## config.mk

```make
export PLATFORM = sky130hd
export DESIGN_NAME = wifi_security_ie_parser_core_flat
export DESIGN_NICKNAME = d
export VERILOG_FILES = /design/src/wsie_pkg.sv /design/src/wsie_in_if.sv /design/src/wsie_out_if.sv /design/src/wsie_walker.sv /design/src/wifi_security_ie_parser_core.sv /design/src/flat_wrapper.sv
export SDC_FILE = /design/constraint.sdc
export NUM_CORES = 1
export LEC_CHECK = 0
export BUFFER_PORTS_ARGS = -buffer_cell sky130_fd_sc_hd__buf_2
export CELL_PAD_IN_SITES_DETAIL_PLACEMENT = 0
export CELL_PAD_IN_SITES_GLOBAL_PLACEMENT = 1
export CORE_MARGIN = 3
export CORE_UTILIZATION = 40
export DETAILED_ROUTE_END_ITERATION = 10
export PLACE_DENSITY_LB_ADDON = 0.1
export SLEW_MARGIN = 20
export SYNTH_ARGS = -nofsm -noshare
export SYNTH_HDL_FRONTEND = slang
export SYNTH_SLANG_ARGS = --single-unit
```

## constraint.sdc

```tcl
create_clock -name clk -period 6.3 [get_ports clk]
set_clock_uncertainty 0.15 [all_clocks]
set_input_delay 0.63 -clock clk [delete_from_list [all_inputs] [get_ports clk]]
set_output_delay 0.63 -clock clk [all_outputs]
set_load 0.01 [all_outputs]
```

## src/wsie_pkg.sv

```systemverilog
// ----------------------------------------------------------------------------
// wsie_pkg: shared types and constants for the security IE parser
// Element codes, suite selector decoding, walker state layout and result.
// ----------------------------------------------------------------------------
package wsie_pkg;

  localparam logic [7:0]  KIND_RSN    = 8'd48;
  localparam logic [7:0]  KIND_VENDOR = 8'd221;
  localparam logic [23:0] OUI_MASK    = 24'hFF_FFFF;
  localparam logic [23:0] SUITE_OUI   = 24'hAC_0F00;
  localparam logic [31:0] WPA_TAG     = 32'h01F2_5000;
  localparam logic [31:0] VERSION_ONE = 32'd1;

  localparam logic [5:0] C_NONE   = 6'h01;
  localparam logic [5:0] C_WEP40  = 6'h02;
  localparam logic [5:0] C_WEP104 = 6'h04;
  localparam logic [5:0] C_TKIP   = 6'h08;
  localparam logic [5:0] C_CCMP   = 6'h10;
  localparam logic [5:0] C_CMAC   = 6'h20;

  localparam logic [5:0] K_8021X        = 6'h01;
  localparam logic [5:0] K_PSK          = 6'h02;
  localparam logic [5:0] K_FT8021X      = 6'h04;
  localparam logic [5:0] K_FTPSK        = 6'h08;
  localparam logic [5:0] K_8021X_SHA256 = 6'h10;
  localparam logic [5:0] K_PSK_SHA256   = 6'h20;

  localparam logic [1:0] AUTH_NONE = 2'd0;
  localparam logic [1:0] AUTH_WPA  = 2'd2;
  localparam logic [1:0] AUTH_WPA2 = 2'd3;

  // cipher selectors
  localparam logic [7:0] SEL_C_NONE   = 8'd0;
  localparam logic [7:0] SEL_C_WEP40  = 8'd1;
  localparam logic [7:0] SEL_C_TKIP   = 8'd2;
  localparam logic [7:0] SEL_C_CMAC   = 8'd3;
  localparam logic [7:0] SEL_C_WEP104 = 8'd5;
  // key management selectors
  localparam logic [7:0] SEL_K_PSK          = 8'd2;
  localparam logic [7:0] SEL_K_FT8021X      = 8'd3;
  localparam logic [7:0] SEL_K_FTPSK        = 8'd4;
  localparam logic [7:0] SEL_K_8021X_SHA256 = 8'd5;
  localparam logic [7:0] SEL_K_PSK_SHA256   = 8'd6;

  typedef enum logic [2:0] {
    PH_TYPE = 3'b001,
    PH_LEN  = 3'b010,
    PH_BODY = 3'b100
  } phase_t;

  typedef enum logic [8:0] {
    STEP_VER    = 9'b000000001,
    STEP_GROUP  = 9'b000000010,
    STEP_PCNT   = 9'b000000100,
    STEP_PSUITE = 9'b000001000,
    STEP_KCNT   = 9'b000010000,
    STEP_KSUITE = 9'b000100000,
    STEP_DONE   = 9'b001000000,
    STEP_WOUI   = 9'b010000000,
    STEP_WVER   = 9'b100000000
  } step_t;

  typedef struct packed {
    phase_t      phase;
    logic [7:0]  kind;
    logic [7:0]  left;
    step_t       step;
    logic [23:0] shift;
    logic [1:0]  fbyte;
    logic [15:0] cnt;
    logic        stopped;
    logic [1:0]  auth_acc;
    logic [5:0]  cipher_acc;
    logic [5:0]  group_acc;
    logic [5:0]  key_acc;
    logic        rsn_seen;
    logic        wpa_seen;
  } wsie_state_t;

  localparam wsie_state_t WALK_RESET = '{
    phase:      PH_TYPE,
    kind:       8'd0,
    left:       8'd0,
    step:       STEP_VER,
    shift:      24'd0,
    fbyte:      2'd0,
    cnt:        16'd0,
    stopped:    1'b0,
    auth_acc:   AUTH_NONE,
    cipher_acc: 6'd0,
    group_acc:  6'd0,
    key_acc:    6'd0,
    rsn_seen:   1'b0,
    wpa_seen:   1'b0
  };

  typedef struct packed {
    logic [1:0] auth_mode;
    logic [5:0] cipher_mask;
    logic [5:0] group_cipher_mask;
    logic [5:0] key_mode_mask;
    logic       had_rsn;
    logic       had_wpa;
  } wsie_result_t;

  function automatic logic [5:0] cipher_bit(input logic [31:0] v);
    logic [5:0] r;
    r = C_CCMP;
    if ((v[23:0] & OUI_MASK) == SUITE_OUI) begin
      unique case (v[31:24])
        SEL_C_NONE:   r = C_NONE;
        SEL_C_WEP40:  r = C_WEP40;
        SEL_C_TKIP:   r = C_TKIP;
        SEL_C_CMAC:   r = C_CMAC;
        SEL_C_WEP104: r = C_WEP104;
        default:      r = C_CCMP;
      endcase
    end
    return r;
  endfunction

  function automatic logic [5:0] key_bit(input logic [31:0] v);
    logic [5:0] r;
    r = K_8021X;
    if ((v[23:0] & OUI_MASK) == SUITE_OUI) begin
      unique case (v[31:24])
        SEL_K_PSK:          r = K_PSK;
        SEL_K_FT8021X:      r = K_FT8021X;
        SEL_K_FTPSK:        r = K_FTPSK;
        SEL_K_8021X_SHA256: r = K_8021X_SHA256;
        SEL_K_PSK_SHA256:   r = K_PSK_SHA256;
        default:            r = K_8021X;
      endcase
    end
    return r;
  endfunction

  // bytes in the field read at this step, zero when nothing is read
  function automatic logic [2:0] field_need(input step_t s);
    logic [2:0] r;
    unique case (s)
      STEP_VER, STEP_PCNT, STEP_KCNT, STEP_WVER:       r = 3'd2;
      STEP_GROUP, STEP_PSUITE, STEP_KSUITE, STEP_WOUI: r = 3'd4;
      default:                                         r = 3'd0;
    endcase
    return r;
  endfunction

endpackage

```

## src/wsie_in_if.sv

```systemverilog
// ----------------------------------------------------------------------------
// wsie_in_if: byte request channel of the security IE parser
// One byte of the element list per request, with a last-byte mark.
// ----------------------------------------------------------------------------
interface wsie_in_if;
  logic       valid;
  logic       ready;
  logic [7:0] data_byte;
  logic       last;

  modport source (output valid, output data_byte, output last, input ready);
  modport sink   (input valid, input data_byte, input last, output ready);
endinterface

```

## src/wsie_out_if.sv

```systemverilog
// ----------------------------------------------------------------------------
// wsie_out_if: result channel of the security IE parser
// One request per element list: authentication mode and suite masks.
// ----------------------------------------------------------------------------
interface wsie_out_if;
  logic       valid;
  logic       ready;
  logic [1:0] auth_mode;
  logic [5:0] cipher_mask;
  logic [5:0] group_cipher_mask;
  logic [5:0] key_mode_mask;
  logic       had_rsn;
  logic       had_wpa;

  modport source (output valid, output auth_mode, output cipher_mask,
                  output group_cipher_mask, output key_mode_mask,
                  output had_rsn, output had_wpa, input ready);
  modport sink   (input valid, input auth_mode, input cipher_mask,
                  input group_cipher_mask, input key_mode_mask,
                  input had_rsn, input had_wpa, output ready);
endinterface

```

## src/wsie_walker.sv

```systemverilog
// ----------------------------------------------------------------------------
// wsie_walker: type/length/body walker with RSN and WPA field decoding
// Holds the parse state and advances it by one byte per enabled cycle.
// ----------------------------------------------------------------------------
module wsie_walker (
  input  logic                 clk,
  input  logic                 rst,
  input  logic                 step_en,
  input  logic [7:0]           data_byte,
  input  logic                 last,
  output wsie_pkg::wsie_result_t result
);
  import wsie_pkg::*;

  wsie_state_t st;
  wsie_state_t st_next;
  wsie_state_t upd;
  logic [2:0]  need;
  logic [31:0] word;

  always_comb begin
    upd  = st;
    need = field_need(st.step);
    word = (need == 3'd4) ? {data_byte, st.shift} : {16'd0, data_byte, st.shift[7:0]};

    unique case (st.phase)
      PH_TYPE: begin
        upd.kind  = data_byte;
        upd.phase = PH_LEN;
      end
      PH_LEN: begin
        upd.left    = data_byte;
        upd.stopped = 1'b0;
        upd.fbyte   = 2'd0;
        upd.shift   = 24'd0;
        upd.cnt     = 16'd0;
        if (st.kind == KIND_RSN) begin
          upd.auth_acc   = AUTH_WPA2;
          upd.cipher_acc = C_CCMP;
          upd.group_acc  = C_CCMP;
          upd.key_acc    = K_8021X;
          upd.rsn_seen   = 1'b1;
          upd.step       = STEP_VER;
          upd.stopped    = (data_byte < 8'd2);
        end else if (st.kind == KIND_VENDOR && !st.rsn_seen && data_byte >= 8'd6) begin
          upd.step = STEP_WOUI;
        end else begin
          upd.step    = STEP_DONE;
          upd.stopped = 1'b1;
        end
        upd.phase = (data_byte != 8'd0) ? PH_BODY : PH_TYPE;
      end
      PH_BODY: begin
        if (!st.stopped && need != 3'd0) begin
          if (st.fbyte == 2'd0 && st.left < {5'd0, need}) begin
            // field runs past the declared length: ignore rest of element
            upd.stopped = 1'b1;
          end else if ({1'b0, st.fbyte} == need - 3'd1) begin
            upd.fbyte = 2'd0;
            unique case (st.step)
              STEP_VER: begin
                if (word != VERSION_ONE) upd.stopped = 1'b1;
                else                     upd.step    = STEP_GROUP;
              end
              STEP_WOUI: begin
                if (word != WPA_TAG) upd.stopped = 1'b1;
                else                 upd.step    = STEP_WVER;
              end
              STEP_WVER: begin
                if (word != VERSION_ONE) begin
                  upd.stopped = 1'b1;
                end else begin
                  upd.auth_acc   = AUTH_WPA;
                  upd.cipher_acc = C_TKIP;
                  upd.group_acc  = C_TKIP;
                  upd.key_acc    = K_8021X;
                  upd.wpa_seen   = 1'b1;
                  upd.step       = STEP_GROUP;
                end
              end
              STEP_GROUP: begin
                upd.group_acc = cipher_bit(word);
                upd.step      = STEP_PCNT;
              end
              STEP_PCNT: begin
                upd.cnt        = word[15:0];
                upd.cipher_acc = 6'd0;
                upd.step       = (word[15:0] != 16'd0) ? STEP_PSUITE : STEP_KCNT;
              end
              STEP_PSUITE: begin
                upd.cipher_acc = st.cipher_acc | cipher_bit(word);
                upd.cnt        = st.cnt - 16'd1;
                if (upd.cnt == 16'd0) upd.step = STEP_KCNT;
              end
              STEP_KCNT: begin
                upd.cnt     = word[15:0];
                upd.key_acc = 6'd0;
                upd.step    = (word[15:0] != 16'd0) ? STEP_KSUITE : STEP_DONE;
              end
              STEP_KSUITE: begin
                upd.key_acc = st.key_acc | key_bit(word);
                upd.cnt     = st.cnt - 16'd1;
                if (upd.cnt == 16'd0) upd.step = STEP_DONE;
              end
              default: ;
            endcase
          end else begin
            // hold the low bytes of a field until its final byte arrives
            unique case (st.fbyte)
              2'd0:    upd.shift[7:0]   = data_byte;
              2'd1:    upd.shift[15:8]  = data_byte;
              2'd2:    upd.shift[23:16] = data_byte;
              default: upd.shift        = st.shift;
            endcase
            upd.fbyte = st.fbyte + 2'd1;
          end
        end
        upd.left = st.left - 8'd1;
        if (upd.left == 8'd0) upd.phase = PH_TYPE;
      end
      default: upd.phase = PH_TYPE;
    endcase

    result.auth_mode = upd.auth_acc;
    if (upd.rsn_seen || upd.wpa_seen) begin
      if ((upd.key_acc & (K_8021X_SHA256 | K_PSK_SHA256)) != 6'd0) begin
        result.auth_mode = AUTH_WPA2;
      end else if ((upd.key_acc & (K_8021X | K_PSK | K_FT8021X | K_FTPSK)) != 6'd0
                   && !upd.rsn_seen) begin
        result.auth_mode = AUTH_WPA;
      end
    end
    result.cipher_mask       = upd.cipher_acc;
    result.group_cipher_mask = upd.group_acc;
    result.key_mode_mask     = upd.key_acc;
    result.had_rsn           = upd.rsn_seen;
    result.had_wpa           = upd.wpa_seen;

    // drop all state after the final byte of a list
    st_next = last ? WALK_RESET : upd;
  end

  always_ff @(posedge clk) begin
    if (rst) begin
      st <= WALK_RESET;
    end else if (step_en) begin
      st <= st_next;
    end
  end

`ifndef ASSERT_OFF
  a_reset_after_last: assert property (@(posedge clk) disable iff (rst)
    step_en && last |=> st.phase == PH_TYPE && !st.rsn_seen && !st.wpa_seen)
    else $error("walker state not cleared after last byte");

  a_fbyte_clear_between: assert property (@(posedge clk) disable iff (rst)
    st.phase != PH_BODY |-> st.fbyte == 2'd0)
    else $error("partial field left open outside an element body");

  a_count_in_list: assert property (@(posedge clk) disable iff (rst)
    st.cnt != 16'd0 |-> st.step == STEP_PSUITE || st.step == STEP_KSUITE)
    else $error("suite count live outside a suite list");
`endif

endmodule

```

## src/wifi_security_ie_parser_core.sv

```systemverilog
// ----------------------------------------------------------------------------
// wifi_security_ie_parser_core: 802.11 RSN/WPA information element parser
// Walks an IE list byte by byte and reports the security configuration.
//
//   channel  dir  payload                                        requests
//   ie_in    in   data_byte[7:0], last                           one per byte
//   sec_out  out  auth_mode, cipher_mask, group_cipher_mask,     one per list
//                 key_mode_mask, had_rsn, had_wpa
//
// The walker takes one byte per cycle, except while a last byte is stalled.
// Result valid rises after the last byte is accepted: the byte lands in the
// input register, and the walker update then lands in the result register.
// A byte is stalled only when it is the last byte of a list and the result
// register still holds an untaken result.
// Synchronous reset clears the walker to awaiting an element type byte.
// ----------------------------------------------------------------------------
module wifi_security_ie_parser_core (
  input logic      clk,
  input logic      rst,
  wsie_in_if.sink  ie_in,
  wsie_out_if.source sec_out
);
  import wsie_pkg::*;

  logic         in_valid_q;
  logic [7:0]   in_byte_q;
  logic         in_last_q;
  logic         out_valid;
  logic         adv;
  wsie_result_t walk_result;
  wsie_result_t result_q;

  assign adv          = in_valid_q && (!in_last_q || !out_valid || sec_out.ready);
  assign ie_in.ready  = !in_valid_q || adv;

  always_ff @(posedge clk) begin
    if (rst) begin
      in_valid_q <= 1'b0;
    end else if (ie_in.ready) begin
      in_valid_q <= ie_in.valid;
    end
  end

  always_ff @(posedge clk) begin
    if (ie_in.valid && ie_in.ready) begin
      in_byte_q <= ie_in.data_byte;
      in_last_q <= ie_in.last;
    end
  end

  wsie_walker u_walker (
    .clk       (clk),
    .rst       (rst),
    .step_en   (adv),
    .data_byte (in_byte_q),
    .last      (in_last_q),
    .result    (walk_result)
  );

  always_ff @(posedge clk) begin
    if (rst) begin
      out_valid <= 1'b0;
    end else if (adv && in_last_q) begin
      out_valid <= 1'b1;
    end else if (sec_out.ready) begin
      out_valid <= 1'b0;
    end
  end

  always_ff @(posedge clk) begin
    if (adv && in_last_q) begin
      result_q <= walk_result;
    end
  end

  assign sec_out.valid             = out_valid;
  assign sec_out.auth_mode         = result_q.auth_mode;
  assign sec_out.cipher_mask       = result_q.cipher_mask;
  assign sec_out.group_cipher_mask = result_q.group_cipher_mask;
  assign sec_out.key_mode_mask     = result_q.key_mode_mask;
  assign sec_out.had_rsn           = result_q.had_rsn;
  assign sec_out.had_wpa           = result_q.had_wpa;

`ifndef ASSERT_OFF
  a_result_from_last: assert property (@(posedge clk) disable iff (rst)
    $rose(out_valid) |-> $past(adv && in_last_q))
    else $error("result raised without a last byte");

  a_last_gives_result: assert property (@(posedge clk) disable iff (rst)
    adv && in_last_q |=> out_valid)
    else $error("last byte processed but no result presented");

  a_wpa2_needs_element: assert property (@(posedge clk) disable iff (rst)
    out_valid && result_q.auth_mode == AUTH_WPA2 |-> result_q.had_rsn || result_q.had_wpa)
    else $error("wpa2 reported without a security element");
`endif

endmodule
```

## src/flat_wrapper.sv

```systemverilog
// flat-port wrapper written by rule: the top's interface ports become plain ports
module wifi_security_ie_parser_core_flat import wsie_pkg::*;
  (clk, rst, ie_in_valid, ie_in_data_byte, ie_in_last, ie_in_ready, sec_out_valid, sec_out_auth_mode, sec_out_cipher_mask, sec_out_group_cipher_mask, sec_out_key_mode_mask, sec_out_had_rsn, sec_out_had_wpa, sec_out_ready);
  wsie_in_if ie_in_i ();
  wsie_out_if sec_out_i ();
  input logic clk;
  input logic rst;
  input wire logic [$bits(ie_in_i.valid)-1:0] ie_in_valid;
  input wire logic [$bits(ie_in_i.data_byte)-1:0] ie_in_data_byte;
  input wire logic [$bits(ie_in_i.last)-1:0] ie_in_last;
  output wire logic [$bits(ie_in_i.ready)-1:0] ie_in_ready;
  output wire logic [$bits(sec_out_i.valid)-1:0] sec_out_valid;
  output wire logic [$bits(sec_out_i.auth_mode)-1:0] sec_out_auth_mode;
  output wire logic [$bits(sec_out_i.cipher_mask)-1:0] sec_out_cipher_mask;
  output wire logic [$bits(sec_out_i.group_cipher_mask)-1:0] sec_out_group_cipher_mask;
  output wire logic [$bits(sec_out_i.key_mode_mask)-1:0] sec_out_key_mode_mask;
  output wire logic [$bits(sec_out_i.had_rsn)-1:0] sec_out_had_rsn;
  output wire logic [$bits(sec_out_i.had_wpa)-1:0] sec_out_had_wpa;
  input wire logic [$bits(sec_out_i.ready)-1:0] sec_out_ready;
  assign ie_in_i.valid = ie_in_valid;
  assign ie_in_i.data_byte = ie_in_data_byte;
  assign ie_in_i.last = ie_in_last;
  assign ie_in_ready = ie_in_i.ready;
  assign sec_out_valid = sec_out_i.valid;
  assign sec_out_auth_mode = sec_out_i.auth_mode;
  assign sec_out_cipher_mask = sec_out_i.cipher_mask;
  assign sec_out_group_cipher_mask = sec_out_i.group_cipher_mask;
  assign sec_out_key_mode_mask = sec_out_i.key_mode_mask;
  assign sec_out_had_rsn = sec_out_i.had_rsn;
  assign sec_out_had_wpa = sec_out_i.had_wpa;
  assign sec_out_i.ready = sec_out_ready;
  wifi_security_ie_parser_core u_core (.clk(clk), .rst(rst), .ie_in(ie_in_i), .sec_out(sec_out_i));
endmodule
```

==> metrics.cfg <==
[power]
ir_drop_v = 0.0001759
p_per_area_mw_per_mm2 = 246.3
leakage_uw = 0.002782

[yosys]
synth-edff-count = 31
synthFlopType = dfxtp_1
synth_common_cells = nor2_1, dfxtp_1, nand2_1
yosysSeqAreaShare_pct = 41.62
syn_avg_cell_area_sq_um = 8.551
synth.distinct_cells = 73
synth.most_common_cell = nor2_1
yosys_warnings = 0
synth.ff_latch_count = 126
syn_nets = 819
yosys.area.top_type = dfxtp_1
syn_area_sq_mm = 0.006807
yosys-top-cells-area = dfxtp_1, edfxtp_1, nor2_1
post_synth_inst_count = 796
synth_top_area_share_pct = 27.94
async_flop_share_pct = 0

[grt]
grt_pass1_wl_microns = 31780
track_usage_pct = 22.20
grt_pass1_vias = 5715
grt_max_degree = 86
antenna_found_initial = 0
overflow = 0

[floorplanning]
core_sq_mm = 0.01664
initial_utilization_pct = 40.90
num_rows = 47
io_pins = 37
die_area_sq_mm = 0.01862
die_w_microns = 136.4
die_h_microns = 136.4

[layout]
area_growth_pct = 13.12
utilization_pct = 46.27
finalNetCount = 832
layout-drive-gt1-share_pct = 11.80
antenna-diode-count = 0

[drt]
post-route-drc-count = 0
drt_iter0_drc = 420
dr.pass1.iters = 5
vias_per_cell = 5.939
drt_wl_total_microns = 20280
vias = 6188
post_drt_wl_per_cell_microns = 19.46
antenna_left = 0

[timing]
period_minus_slack_ns = 4.887
setup_viol = 0
worst_slew_pin_slew_ns = 1.129
hold_viol_final = 0
max_freq_ghz = 0.2046
finalSetupTns_ns = 0
drv_slew = 0
finalCritPeriodShare_pct = 77.57
rsz0062_at_grt = no
slew_headroom_pct = 24.59

[worst_hold_path]
hp-start = ie_in_data_byte[0]
hold_class = in2reg

[critical_path]
crit_required_ns = 6.41
worst-path-buf-inv = 2
crit_fanout = 29
endpoint_kind = flop
critPathLaunchType = flop
critPathArrivalTime_ns = 5.00
startpoint = u_core.u_walker.st[73]$_SDFFE_PP0P_
cpMaxStageDelayCell = or4b_2
crit_chain = nor4_1 > o211a_1 > nor2_1 > nand2_1 > inv_1 > ha_1 > nand2b_1 > ha_1 > or4b_2 > o31ai_1 > nand2_1 > o311a_1 > o21ai_1 > buf_4 > or3_1 > o32ai_1
crit_family = simple AND/OR/NAND/NOR gates
crit_type = reg2reg
critical-path-max-stage-delay_ns = 0.63
reg2reg_from = u_core.u_walker.st[73]$_SDFFE_PP0P_

[clocking]
insertion_delay_ns = 0.42
clk_pin_slew_ns = 0.06
holdBufCountCts = 0
cts_resized = 0
clock-sinks = 126
htree_levels = 4
cts_tree = built
root_buffer = clkbuf_16
postCtsSetupRepairBufs = 0
cts_buffers = 17
clockBufferDepth = 2

[placement]
gp_congestion = 0.9634
place_hpwl_microns = 14480
io_buffers = 36

[job]
max_cap_viol_count = 0

[status]
outcome = finished, final reports clean

==> placed cells by master (no fill, tap or decap), types with 10 or more instances in the layout <==
cell type,count
ha_1,10
a22oi_1,20
nor3_1,33
a21oi_1,45
nand2b_1,10
nor2_1,121
inv_1,21
mux2i_1,35
nand2_1,57
nor4_1,12
and3_1,12
dfxtp_1,95
o22ai_1,10
clkbuf_16,17
o21ai_0,30
buf_2,36
nand3_1,23
xnor2_1,10
o21ai_1,10
edfxtp_1,31
==> worst register-to-register path, delay by kind of cell (launching register included) <==
family / cells / cell delay, ns
adder cells (fa/ha/maj): 2 / 0.43
AND/OR/NAND/NOR: 7 / 1.94
flip-flops: 1 / 0.37
buffers and inverters: 2 / 0.37
AO/OA/AOI/OAI: 5 / 1.45
==> kinds of logic after synthesis <==
logic type,Yosys count,synth area share (%)
compound gates,192,19.36
buf+inv,69,3.824
simple gates,344,25.61
xor+xnor,19,2.445
mux,36,5.313
fa+ha+maj,10,1.838
flops,126,41.62
==> area by class of cell <==
type / instances / area [sq um]
clock inverter: 14 / 145.1
clock buffer: 18 / 429.2
fill: 1645 / 8942
multi-input combinational: 601 / 3714
sequential: 126 / 2833
tap: 220 / 275.3
inverter: 21 / 78.83
timing repair buffer: 42 / 225.2
==> report_power, final <==
group          leakage [uW]  internal [uW]  switching [uW]
clock              0.000274            582             382
sequential          0.00108            837            14.9
combinational       0.00143           25.7            55.3
total               0.00278           1440             452
==> layer usage <==
metal	vias up	track usage (%)	routed length [microns]
met1	2935	29.03	8909
met3	34	4.774	1273
met5	-	0	0
met4	0	8.791	517
met2	236	35.77	9577
li1	2983	-	-
==> flip-flops by register name, indices dropped and copies added, names as in the netlist <==
signal	count
u_core.in_byte_q	8
u_core.u_walker.st	93
u_core.sec_out.auth_mode	2
u_core.in_last_q	1
u_core.sec_out.cipher_mask	6
u_core.sec_out.had_rsn	1
u_core.in_valid_q	1
u_core.sec_out.key_mode_mask	6
u_core.sec_out.group_cipher_mask	6
u_core.sec_out.had_wpa	1
u_core.sec_out.valid	1
==> per-stage QoR <==
stage | power [uW] | area, sq um | worst slack (ns) | hold slack, ns | cells
2_1_floorplan | 919.7 | 6807 | 2.134 | 0.2764 | 796
3_3_place_gp | 947.7 | 7126 | 1.612 | 0.2890 | 1010
3_5_place_dp | 948.9 | 7126 | 1.477 | 0.2894 | 1010
4_1_cts | 1914 | 7700 | 1.441 | 0.2086 | 1042
5_1_grt | 1957 | 7700 | 0.9818 | 0.2080 | 1042
6_report | 1897 | 7700 | 1.413 | 0.2275 | 1042
==> path summary, 6_finish.rpt <==
check	endpoint	slack, ns	cells past startpoint
worst max-delay path	u_core.u_walker.st[32]$_SDFFE_PP0P_	1.41	16
worst max register to register	u_core.u_walker.st[32]$_SDFFE_PP0P_	1.41	16
worst min register to register	u_core.u_walker.st[15]$_SDFFE_PP0P_	0.30	1
worst min-delay path	u_core.in_byte_q[0]$_DFFE_PP_	0.23	1
Note: power is estimated with default switching activity, not from simulation.
